`config.mk`:
```
export PLATFORM = sky130hd
export DESIGN_NAME = multipass_box_blur_line
export DESIGN_NICKNAME = d
export VERILOG_FILES = /design/src/design/mbbl_pkg.sv /design/src/design/mbbl_front.sv /design/src/design/mbbl_back.sv /design/src/design/multipass_box_blur_line.sv
export VERILOG_INCLUDE_DIRS = /design/src /design/src/design
export SDC_FILE = /design/constraint.sdc
export NUM_CORES = 2
export LEC_CHECK = 0
export ABC_CLOCK_PERIOD_IN_PS = 11500
export BUFFER_PORTS_ARGS = -buffer_cell sky130_fd_sc_hd__buf_2
export CORE_ASPECT_RATIO = 1.5
export CORE_UTILIZATION = 30
export CTS_BUF_LIST = sky130_fd_sc_hd__clkbuf_16
export DETAILED_ROUTE_END_ITERATION = 8
export PLACE_DENSITY = 0.4
export SETUP_SLACK_MARGIN = 0.05
export SKIP_LAST_GASP = 1
export SLEW_MARGIN = 20
export SYNTH_ARGS = -nofsm -noshare
export SYNTH_HDL_FRONTEND = slang
export SYNTH_SLANG_ARGS = --single-unit
```
`constraint.sdc`:
```
create_clock -name clk -period 11.5 [get_ports clk]
set_input_delay 3.45 -clock clk [delete_from_list [all_inputs] [get_ports clk]]
set_output_delay 3.45 -clock clk [all_outputs]
set_load 0.005 [all_outputs]
```
`src/design/multipass_box_blur_line_defines.svh`:
```
// assertion macros used by the multipass box blur line back end
// no dependencies, expects a clock named clk and a reset named rst in scope
`ifndef MULTIPASS_BOX_BLUR_LINE_DEFINES_SVH
`define MULTIPASS_BOX_BLUR_LINE_DEFINES_SVH

// condition holds at every edge out of reset
`define MBBL_ASSERT(lbl, prop, msg) \
  lbl: assert property (@(posedge clk) disable iff (rst) (prop)) else $error(msg);

// trigger implies a consequence in the following cycle
`define MBBL_ASSERT_NEXT(lbl, trig, cons, msg) \
  lbl: assert property (@(posedge clk) disable iff (rst) (trig) |=> (cons)) else $error(msg);

`endif

```
`src/design/mbbl_pkg.sv`:
```
// shared types, constants and tables for the multipass box blur line
// no dependencies
package mbbl_pkg;

  localparam int MAX_RADIUS  = 15;
  localparam int MAX_PASSES  = 3;
  localparam int SAMPLE_BITS = 16;
  localparam int WIN_MAX     = 2 * MAX_RADIUS + 1;
  localparam int MEM_DEPTH   = MAX_PASSES * WIN_MAX;
  localparam int MEM_AW      = $clog2(MEM_DEPTH);
  localparam int SUM_W       = 21;
  localparam int RECIP_SHIFT = 26;
  localparam int RECIP_W     = RECIP_SHIFT + 1;
  localparam int PADDR_W     = 3;

  typedef struct packed {
    logic [15:0] sample_in;
    logic        row_last;
  } in_item_t;

  typedef struct packed {
    logic [15:0] sample_out;
    logic        row_end;
    logic        run_end;
  } out_item_t;

  typedef enum logic {
    KIND_MID,
    KIND_ROW_END
  } kind_t;

  typedef struct packed {
    logic [SAMPLE_BITS-1:0] sample;
    kind_t                  kind;
  } work_item_t;

  typedef enum logic {
    REG_RADIUS = 1'b0,
    REG_PASSES = 1'b1
  } reg_idx_t;

  typedef enum logic [2:0] {
    ST_IDLE,
    ST_READ,
    ST_SUM,
    ST_MUL,
    ST_OUT,
    ST_NEXT,
    ST_DONE
  } state_t;

  // ceil(2^26 / (2r+1)), exact quotient for any 21-bit dividend
  function automatic logic [RECIP_W-1:0] recip(input logic [3:0] r);
    logic [RECIP_W-1:0] m;
    case (r)
      4'd0:    m = 27'd67108864;
      4'd1:    m = 27'd22369622;
      4'd2:    m = 27'd13421773;
      4'd3:    m = 27'd9586981;
      4'd4:    m = 27'd7456541;
      4'd5:    m = 27'd6100806;
      4'd6:    m = 27'd5162221;
      4'd7:    m = 27'd4473925;
      4'd8:    m = 27'd3947581;
      4'd9:    m = 27'd3532046;
      4'd10:   m = 27'd3195661;
      4'd11:   m = 27'd2917777;
      4'd12:   m = 27'd2684355;
      4'd13:   m = 27'd2485514;
      4'd14:   m = 27'd2314099;
      4'd15:   m = 27'd2164803;
      default: m = 27'd67108864;
    endcase
    return m;
  endfunction

endpackage

```
`src/design/mbbl_front.sv`:
```
// input side: two-entry queue that takes beats and tags row ends
// depends on mbbl_pkg
module mbbl_front (
  input  logic                 clk,
  input  logic                 rst,
  input  logic                 in_valid,
  input  mbbl_pkg::in_item_t   in_data,
  output logic                 in_stall,
  input  logic                 pop,
  output logic                 q_valid,
  output mbbl_pkg::work_item_t q_item
);
  import mbbl_pkg::*;

  work_item_t slot [2];
  logic       wr_ptr;
  logic       rd_ptr;
  logic [1:0] count;
  logic       push;
  logic       take;

  assign in_stall = (count == 2'd2);
  assign push     = in_valid && !in_stall;
  assign q_valid  = (count != 2'd0);
  assign take     = pop && q_valid;
  assign q_item   = slot[rd_ptr];

  always_ff @(posedge clk) begin
    if (push) begin
      slot[wr_ptr].sample <= in_data.sample_in[SAMPLE_BITS-1:0];
      slot[wr_ptr].kind   <= in_data.row_last ? KIND_ROW_END : KIND_MID;
    end
    if (rst) begin
      wr_ptr <= 1'b0;
      rd_ptr <= 1'b0;
      count  <= 2'd0;
    end else begin
      if (push) wr_ptr <= ~wr_ptr;
      if (take) rd_ptr <= ~rd_ptr;
      count <= count + {1'b0, push} - {1'b0, take};
    end
  end
endmodule

```
`src/design/mbbl_back.sv`:
```
// back end: sequencer running each sample through the cascaded passes
// depends on mbbl_pkg and multipass_box_blur_line_defines.svh
`include "multipass_box_blur_line_defines.svh"

module mbbl_back (
  input  logic                 clk,
  input  logic                 rst,
  input  logic                 clear,
  input  logic [3:0]           blur_radius,
  input  logic [1:0]           pass_count,
  input  logic                 q_valid,
  input  mbbl_pkg::work_item_t q_item,
  output logic                 pop,
  output logic                 out_valid,
  output mbbl_pkg::out_item_t  out_data,
  input  logic                 out_stall
);
  import mbbl_pkg::*;

  typedef struct packed {
    logic pop;
    logic rd;
    logic sum;
    logic mul;
    logic chain;
    logic final_res;
    logic step;
    logic done;
  } ctl_t;

  state_t state, state_next;
  ctl_t   ctl;

  logic [SAMPLE_BITS-1:0] mem [MEM_DEPTH];
  logic [SAMPLE_BITS-1:0] rdata;

  logic [SUM_W-1:0]       sum   [MAX_PASSES];
  logic [4:0]             fill  [MAX_PASSES];
  logic [4:0]             pos   [MAX_PASSES];
  logic                   wrapped [MAX_PASSES];
  logic [SAMPLE_BITS-1:0] first [MAX_PASSES];
  logic [SAMPLE_BITS-1:0] lasts [MAX_PASSES];

  logic [1:0]             p;
  logic [SAMPLE_BITS-1:0] v;
  logic                   last_item;
  logic                   flushing;
  logic                   fstarted;
  logic [1:0]             fp;
  logic [3:0]             left;
  logic [SUM_W-1:0]       dividend;
  logic [SAMPLE_BITS-1:0] q;
  logic                   hold_valid;
  logic [SAMPLE_BITS-1:0] hold_val;

  logic [4:0]             len;
  logic [MEM_AW-1:0]      addr;
  logic [SAMPLE_BITS-1:0] old;
  logic [SUM_W-1:0]       sum_new;
  logic [4:0]             fill_new;
  logic [4:0]             pos_inc;
  logic                   due;
  logic                   more_pass;
  logic                   out_free;
  logic [SUM_W+RECIP_W-1:0] prod;

  assign len       = {blur_radius, 1'b1};
  assign addr      = MEM_AW'(p) * MEM_AW'(WIN_MAX) + MEM_AW'(pos[p]);
  assign old       = wrapped[p] ? rdata : first[p];
  assign pos_inc   = pos[p] + 5'd1;
  assign more_pass = ({1'b0, p} + 3'd1) < {1'b0, pass_count};
  assign out_free  = !out_valid || !out_stall;
  assign prod      = (SUM_W+RECIP_W)'(dividend) * (SUM_W+RECIP_W)'(recip(blur_radius));

  always_comb begin
    if (fill[p] == 5'd0) begin
      sum_new  = SUM_W'(len) * SUM_W'(v);
      fill_new = {1'b0, blur_radius} + 5'd1;
    end else begin
      sum_new  = sum[p] + SUM_W'(v) - SUM_W'(old);
      fill_new = (fill[p] < len) ? fill[p] + 5'd1 : fill[p];
    end
    due = (fill_new >= len);
  end

  // next state
  always_comb begin
    state_next = state;
    case (state)
      ST_IDLE: if (q_valid) state_next = (pass_count == 2'd0) ? ST_OUT : ST_READ;
      ST_READ: state_next = ST_SUM;
      ST_SUM:  state_next = due ? ST_MUL : ST_NEXT;
      ST_MUL:  state_next = ST_OUT;
      ST_OUT: begin
        if (more_pass) state_next = ST_READ;
        else if (!hold_valid || out_free) state_next = ST_NEXT;
      end
      ST_NEXT: begin
        if (!last_item) state_next = ST_DONE;
        else if (flushing && fp >= pass_count) state_next = ST_DONE;
        else if (flushing && fstarted && left != 4'd0) state_next = ST_READ;
      end
      ST_DONE: if (!hold_valid || out_free) state_next = ST_IDLE;
      default: state_next = ST_IDLE;
    endcase
  end

  // control strobes
  always_comb begin
    ctl = '0;
    case (state)
      ST_IDLE: ctl.pop = q_valid;
      ST_READ: ctl.rd  = 1'b1;
      ST_SUM:  ctl.sum = 1'b1;
      ST_MUL:  ctl.mul = 1'b1;
      ST_OUT: begin
        ctl.chain     = more_pass;
        ctl.final_res = !more_pass && (!hold_valid || out_free);
      end
      ST_NEXT: ctl.step = 1'b1;
      ST_DONE: ctl.done = hold_valid && out_free;
      default: ctl = '0;
    endcase
  end

  assign pop = ctl.pop;

  always_ff @(posedge clk) begin
    if (ctl.rd) rdata <= mem[addr];
    if (ctl.sum && fill[p] != 5'd0) mem[addr] <= v;
  end

  always_ff @(posedge clk) begin
    if (rst) begin
      state      <= ST_IDLE;
      hold_valid <= 1'b0;
      out_valid  <= 1'b0;
      for (int i = 0; i < MAX_PASSES; i++) fill[i] <= 5'd0;
    end else begin
      state <= state_next;

      // a new beat leaves on a done or when a held result is pushed out
      if (ctl.done || (ctl.final_res && hold_valid)) out_valid <= 1'b1;
      else if (out_valid && !out_stall) out_valid <= 1'b0;

      if (ctl.pop) begin
        v         <= q_item.sample;
        q         <= q_item.sample;
        p         <= 2'd0;
        last_item <= (q_item.kind == KIND_ROW_END);
        flushing  <= 1'b0;
      end

      if (ctl.sum) begin
        sum[p]   <= sum_new;
        fill[p]  <= fill_new;
        lasts[p] <= v;
        dividend <= sum_new + (p[0] ? SUM_W'(0) : SUM_W'({blur_radius, 1'b0}));
        if (fill[p] == 5'd0) begin
          first[p]   <= v;
          pos[p]     <= 5'd0;
          wrapped[p] <= 1'b0;
        end else if (pos_inc == len) begin
          pos[p]     <= 5'd0;
          wrapped[p] <= 1'b1;
        end else begin
          pos[p] <= pos_inc;
        end
      end

      if (ctl.mul) q <= prod[RECIP_SHIFT +: SAMPLE_BITS];

      if (ctl.chain) begin
        v <= q;
        p <= p + 2'd1;
      end

      if (ctl.final_res) begin
        if (hold_valid) begin
          out_data <= '{sample_out: hold_val, row_end: 1'b0, run_end: 1'b0};
        end
        hold_valid <= 1'b1;
        hold_val   <= q;
      end

      if (ctl.step && last_item) begin
        if (!flushing) begin
          flushing <= 1'b1;
          fp       <= 2'd0;
          fstarted <= 1'b0;
        end else if (fp < pass_count) begin
          if (!fstarted) begin
            fstarted <= 1'b1;
            left     <= (fill[fp] != 5'd0) ? blur_radius : 4'd0;
          end else if (left != 4'd0) begin
            left <= left - 4'd1;
            v    <= lasts[fp];
            p    <= fp;
          end else begin
            fill[fp] <= 5'd0;
            fp       <= fp + 2'd1;
            fstarted <= 1'b0;
          end
        end
      end

      if (ctl.done) begin
        out_data   <= '{sample_out: hold_val, row_end: last_item, run_end: 1'b1};
        hold_valid <= 1'b0;
      end

      if (clear) begin
        for (int i = 0; i < MAX_PASSES; i++) fill[i] <= 5'd0;
      end
    end
  end

  `MBBL_ASSERT(a_row_end_closes_run, !(out_valid && out_data.row_end) || out_data.run_end, "row end without run end")
  `MBBL_ASSERT(a_fill_bounded, fill[0] <= len, "fill count beyond window")
  `MBBL_ASSERT(a_pos_in_ring, fill[0] == 5'd0 || pos[0] < len, "ring position outside window")
  `MBBL_ASSERT_NEXT(a_done_to_idle, state == ST_DONE && !hold_valid, state == ST_IDLE, "done did not return to idle")

endmodule

```
`src/design/multipass_box_blur_line.sv`:
```
// per item: the queue, then for each pass that yields a result the read, sum, multiply and out
// states; a pass still filling its window ends the cascade after sum; with no passes a sample
// goes from idle straight to out. row end: each non-empty pass replays its last sample radius times
// the sequencer takes one item at a time and waits on output stalls; the queue holds two
// reset (rst, synchronous): radius 1, one pass, all passes empty, queue and output cleared
// the window memory is never cleared, entries are read only after written within a row
module multipass_box_blur_line (
  input  logic                         clk,
  input  logic                         rst,
  // sample stream in
  input  logic                         in_valid,
  input  mbbl_pkg::in_item_t           in_data,
  output logic                         in_stall,
  // blurred stream out
  output logic                         out_valid,
  output mbbl_pkg::out_item_t          out_data,
  input  logic                         out_stall,
  // register port
  input  logic                         psel,
  input  logic                         penable,
  input  logic                         pwrite,
  input  logic [mbbl_pkg::PADDR_W-1:0] paddr,
  input  logic [31:0]                  pwdata,
  output logic [31:0]                  prdata,
  output logic                         pready
);
  import mbbl_pkg::*;

  logic       [3:0] blur_radius;
  logic       [1:0] pass_count;
  logic             cfg_wr;
  reg_idx_t         reg_sel;
  logic             q_valid;
  work_item_t       q_item;
  logic             pop;

  // register writes land in the access phase, pready is tied high
  assign pready  = 1'b1;
  assign reg_sel = reg_idx_t'(paddr[2]);
  assign cfg_wr  = psel && penable && pwrite && pready;

  always_ff @(posedge clk) begin
    if (rst) begin
      blur_radius <= 4'd1;
      pass_count  <= 2'd1;
    end else if (cfg_wr) begin
      case (reg_sel)
        REG_RADIUS: blur_radius <= pwdata[3:0];
        REG_PASSES: pass_count  <= pwdata[1:0];
        default:    blur_radius <= blur_radius;
      endcase
    end
  end

  // readback of the selected register
  always_comb begin
    case (reg_sel)
      REG_RADIUS: prdata = {28'd0, blur_radius};
      REG_PASSES: prdata = {30'd0, pass_count};
      default:    prdata = 32'd0;
    endcase
  end

  // front queue absorbs beats while the sequencer works
  mbbl_front u_front (
    .clk      (clk),
    .rst      (rst),
    .in_valid (in_valid),
    .in_data  (in_data),
    .in_stall (in_stall),
    .pop      (pop),
    .q_valid  (q_valid),
    .q_item   (q_item)
  );

  // sequencer, window memory and output register; any register write drops the row
  mbbl_back u_back (
    .clk         (clk),
    .rst         (rst),
    .clear       (cfg_wr),
    .blur_radius (blur_radius),
    .pass_count  (pass_count),
    .q_valid     (q_valid),
    .q_item      (q_item),
    .pop         (pop),
    .out_valid   (out_valid),
    .out_data    (out_data),
    .out_stall   (out_stall)
  );
endmodule
```
==> results by group <==
Status
  – Outcome: complete, no violations

STA
  – Final cycle utilization of the critical path: 69.81%
  – Max-slew headroom: 22.05%
  – Final Hold Viols: 0
  – RSZ-0062 raised after global routing: false
  – Setup TNS: 0 ns
  – Final setup viols: 0
  – Final slew viol count: 0
  – Worst clock skew: 0.07036 ns
  – Fmax: 124.6 MHz
  – Worst Tran Pin Value: 1.168 ns
  – Tmin final: 8.028 ns

Drt
  – DRC: 0
  – Via Count: 54928
  – Via density: 5.073
  – First-pass detailed-route iteration total: 5
  – 1st-iter DRT viols: 3644
  – Post-Route WL: 297.8 mm
  – Routed Antenna Nets: 0
  – Drt wl/cell: 27.50 um

Yosys
  – Sequential area share after synthesis: 61.22%
  – Synthesis-stage register bit count: 1879
  – Top cell type's share of synthesized area: 59.77%
  – Synth cell types: 76
  – Post-synth EDFFs: 1813
  – Most numerous cell in the Yosys netlist: edfxtp_1
  – Commonest cells post-synth: 1813 x edfxtp_1, 599 x inv_1, 507 x fa_1
  – Top FF cell, synth: edfxtp_1
  – Top cells by area, synth: edfxtp_1 60%, fa_1 11%, a22oi_1 3.7%, ha_1 3.0%, inv_1 2.5%
  – Post-synthesis area per instance: 13.86 sq um
  – Syn Inst Count: 6573
  – Warnings, synthesis: 0
  – Ys async rst share: 0%
  – Synthesized cell area: 91090 sq um
  – Post-synthesis cell type with the largest combined area: edfxtp_1

Floorplanning
  – Die H: 676.9 um
  – Row Count: 247
  – Area of the core: 301900 sq um
  – Die width: 451.9 um
  – Starting Density: 30.17%
  – Total die area: 305900 sq um
  – I/O pin count: 112

Setup path
  – CP dominant cell by count: fa_1
  – FF-to-FF setup slack: 3.47 ns
  – Worst R2R End: u_back.q[12]
  – CP Class: reg2reg
  – Crit path buf inv count: 4
  – Reg2reg path depth: 23
  – CP max stage delay: 0.58 ns
  – Critical path, cell by cell: buf_4 -> nand2_1 -> fa_1 -> fa_1 -> fa_1 -> inv_1 -> fa_1 -> fa_1 -> fa_1 -> inv_1 -> fa_1 -> inv_1 -> ha_1 -> a21o_1 -> a21oi_1 -> o21ai_0 -> a221oi_1 -> nor2_1 -> a211o_1 -> nor4_1 -> o31ai_1 -> nor4_1 -> o32ai_1
  – WP data arrival: 8.59 ns
  – CP required: 12.06 ns
  – Slowest cell on crit path: dfxtp_1
  – CP delay by family, top: adder cells
  – Crit path capture type: register
  – Worst setup SP type: register
  – CP max FO: 15

Layout
  – Area Overhead vs Synth: 13.40%
  – Nets: 7478
  – Multi-input gate area: 31940 sq um
  – FF+latch area: 55770 sq um
  – Fillers: 29432
  – Share of cells above drive strength 1: 10.49%
  – Final Cell Area: 103300 sq um

Worst hold path
  – Worst hold path class: reg2reg
  – Hold path depth: 0
  – Hold_sp: u_back.hold_val[5]
  – Hold endpoint: u_back.out_data[7]

Clock network
  – CTS Hold Bufs: 0
  – Worst-skew pair later-pin latency: 0.89 ns
  – CTS tree: yes
  – H-tree depth: 4
  – CTS buffer count: 190
  – Post_cts resized: 0
  – Postcts setup bufs: 0
  – Clock Tree Buf Depth: 4
  – Clock Tree Root: clkbuf_16
  – CTS Sinks: 1879
  – Clock-pin slew on the worst setup and hold paths: 0.06 ns

Place
  – Dpl cell area: 97220 sq um
  – Buffers added on ports: 52
  – Post-DP HPWL: 187.9 mm
  – Gpl congestion: 0.8320

GRT
  – Number of global-route vias before repair: 58499
  – Overflow after GRT: 0
  – First-pass GRT wire length: 427.0 mm
  – Gr usage total: 19.28%
  – Initial antenna violation count: 16
  – Largest net degree at the start of global routing: 89

Job
  – Number of max-cap violations: 0
==> worst max-delay path by stage <==
stage	slack (ns)	depth (start not counted)	to
floorplan	4.21	3	prdata[0]
global placement	3.15	23	u_back.q[15]
detailed placement	3.25	23	u_back.q[15]
CTS	3.21	23	u_back.q[15]
global route	3.02	23	u_back.q[12]
finish	3.47	23	u_back.q[12]
==> sequential cells by signal, summed over array words and instances, names as in the netlist, 16 cells and up, named ones only <==
signal,count
u_back.dividend,21
u_back.fill,20
u_back.first,48
u_back.hold_val,16
u_back.lasts,48
u_back.mem,1488
u_back.out_data,18
u_back.q,16
u_back.rdata,16
u_back.sum,63
u_back.v,16
u_front.slot,34
==> stage by stage <==
stage          instances  util (%)  hold WS [ns]  worst slack, ns
6_report           10828     34.21        0.4188            3.472
2_1_floorplan       6600         -        0.4003            4.213
5_1_grt            10823     34.21        0.4271            3.018
3_3_place_gp       10483     32.18        0.4013            3.154
4_1_cts            10822     34.20        0.4185            3.211
3_5_place_dp       10484     32.20        0.4054            3.247
==> metal layers <==
metal	routed length, um	part of all wire, %	track usage, %
met4	9556	3.2	5.916
met3	9371	3.1	1.717
met1	115300	39	22.27
met2	163500	55	36.99
met5	19	0.0064	0
==> area by class of cell <==
class	instances	area share, %
clock buffer	192	4.651
inverter	606	2.202
tap	3984	4.826
multi-input combinational	3712	30.92
timing repair buffer	303	2.180
clock inverter	146	1.212
antenna	6	0.01454
sequential	1879	53.99
==> cells by family after synthesis <==
family	Yosys count	synth area share, %
adders and majority gates	727	14.16
DFF	1879	61.22
muxes	125	1.466
AOI/OAI and AO/OA	1318	10.32
and+or+nand+nor	1420	7.630
xor gates and xnor gates	93	0.8942
buffers and inverters	1009	4.297
other	2	0.008245
==> layout by cell type, fill, tap and decap left out, types with 35 or more instances in the layout <==
| cell | synthesis | final |
|---|---|---|
| o21ai_0 | 142 | 141 |
| buf_4 | 29 | 242 |
| nor2_1 | 317 | 228 |
| mux2i_1 | 114 | 114 |
| a22oi_1 | 446 | 446 |
| nand3_1 | 100 | 100 |
| buf_2 | 2 | 52 |
| a21o_1 | 47 | 47 |
| inv_1 | 599 | 628 |
| a211oi_1 | 41 | 41 |
| clkbuf_16 | 0 | 192 |
| nor2_2 | 0 | 77 |
| dfxtp_1 | 66 | 63 |
| clkinv_2 | 0 | 35 |
| clkinv_1 | 4 | 47 |
| and2_1 | 298 | 298 |
| ha_1 | 220 | 220 |
| nand2_1 | 432 | 424 |
| a22o_1 | 140 | 140 |
| edfxtp_1 | 1813 | 1813 |
| a21oi_1 | 216 | 215 |
| a221oi_1 | 141 | 141 |
| fa_1 | 507 | 507 |
| nand4_1 | 173 | 173 |
| xnor2_1 | 61 | 57 |
Power is left out: the tool's default activity adds up to more than one toggle a clock period on the data nets, which glitch-free logic cannot reach.
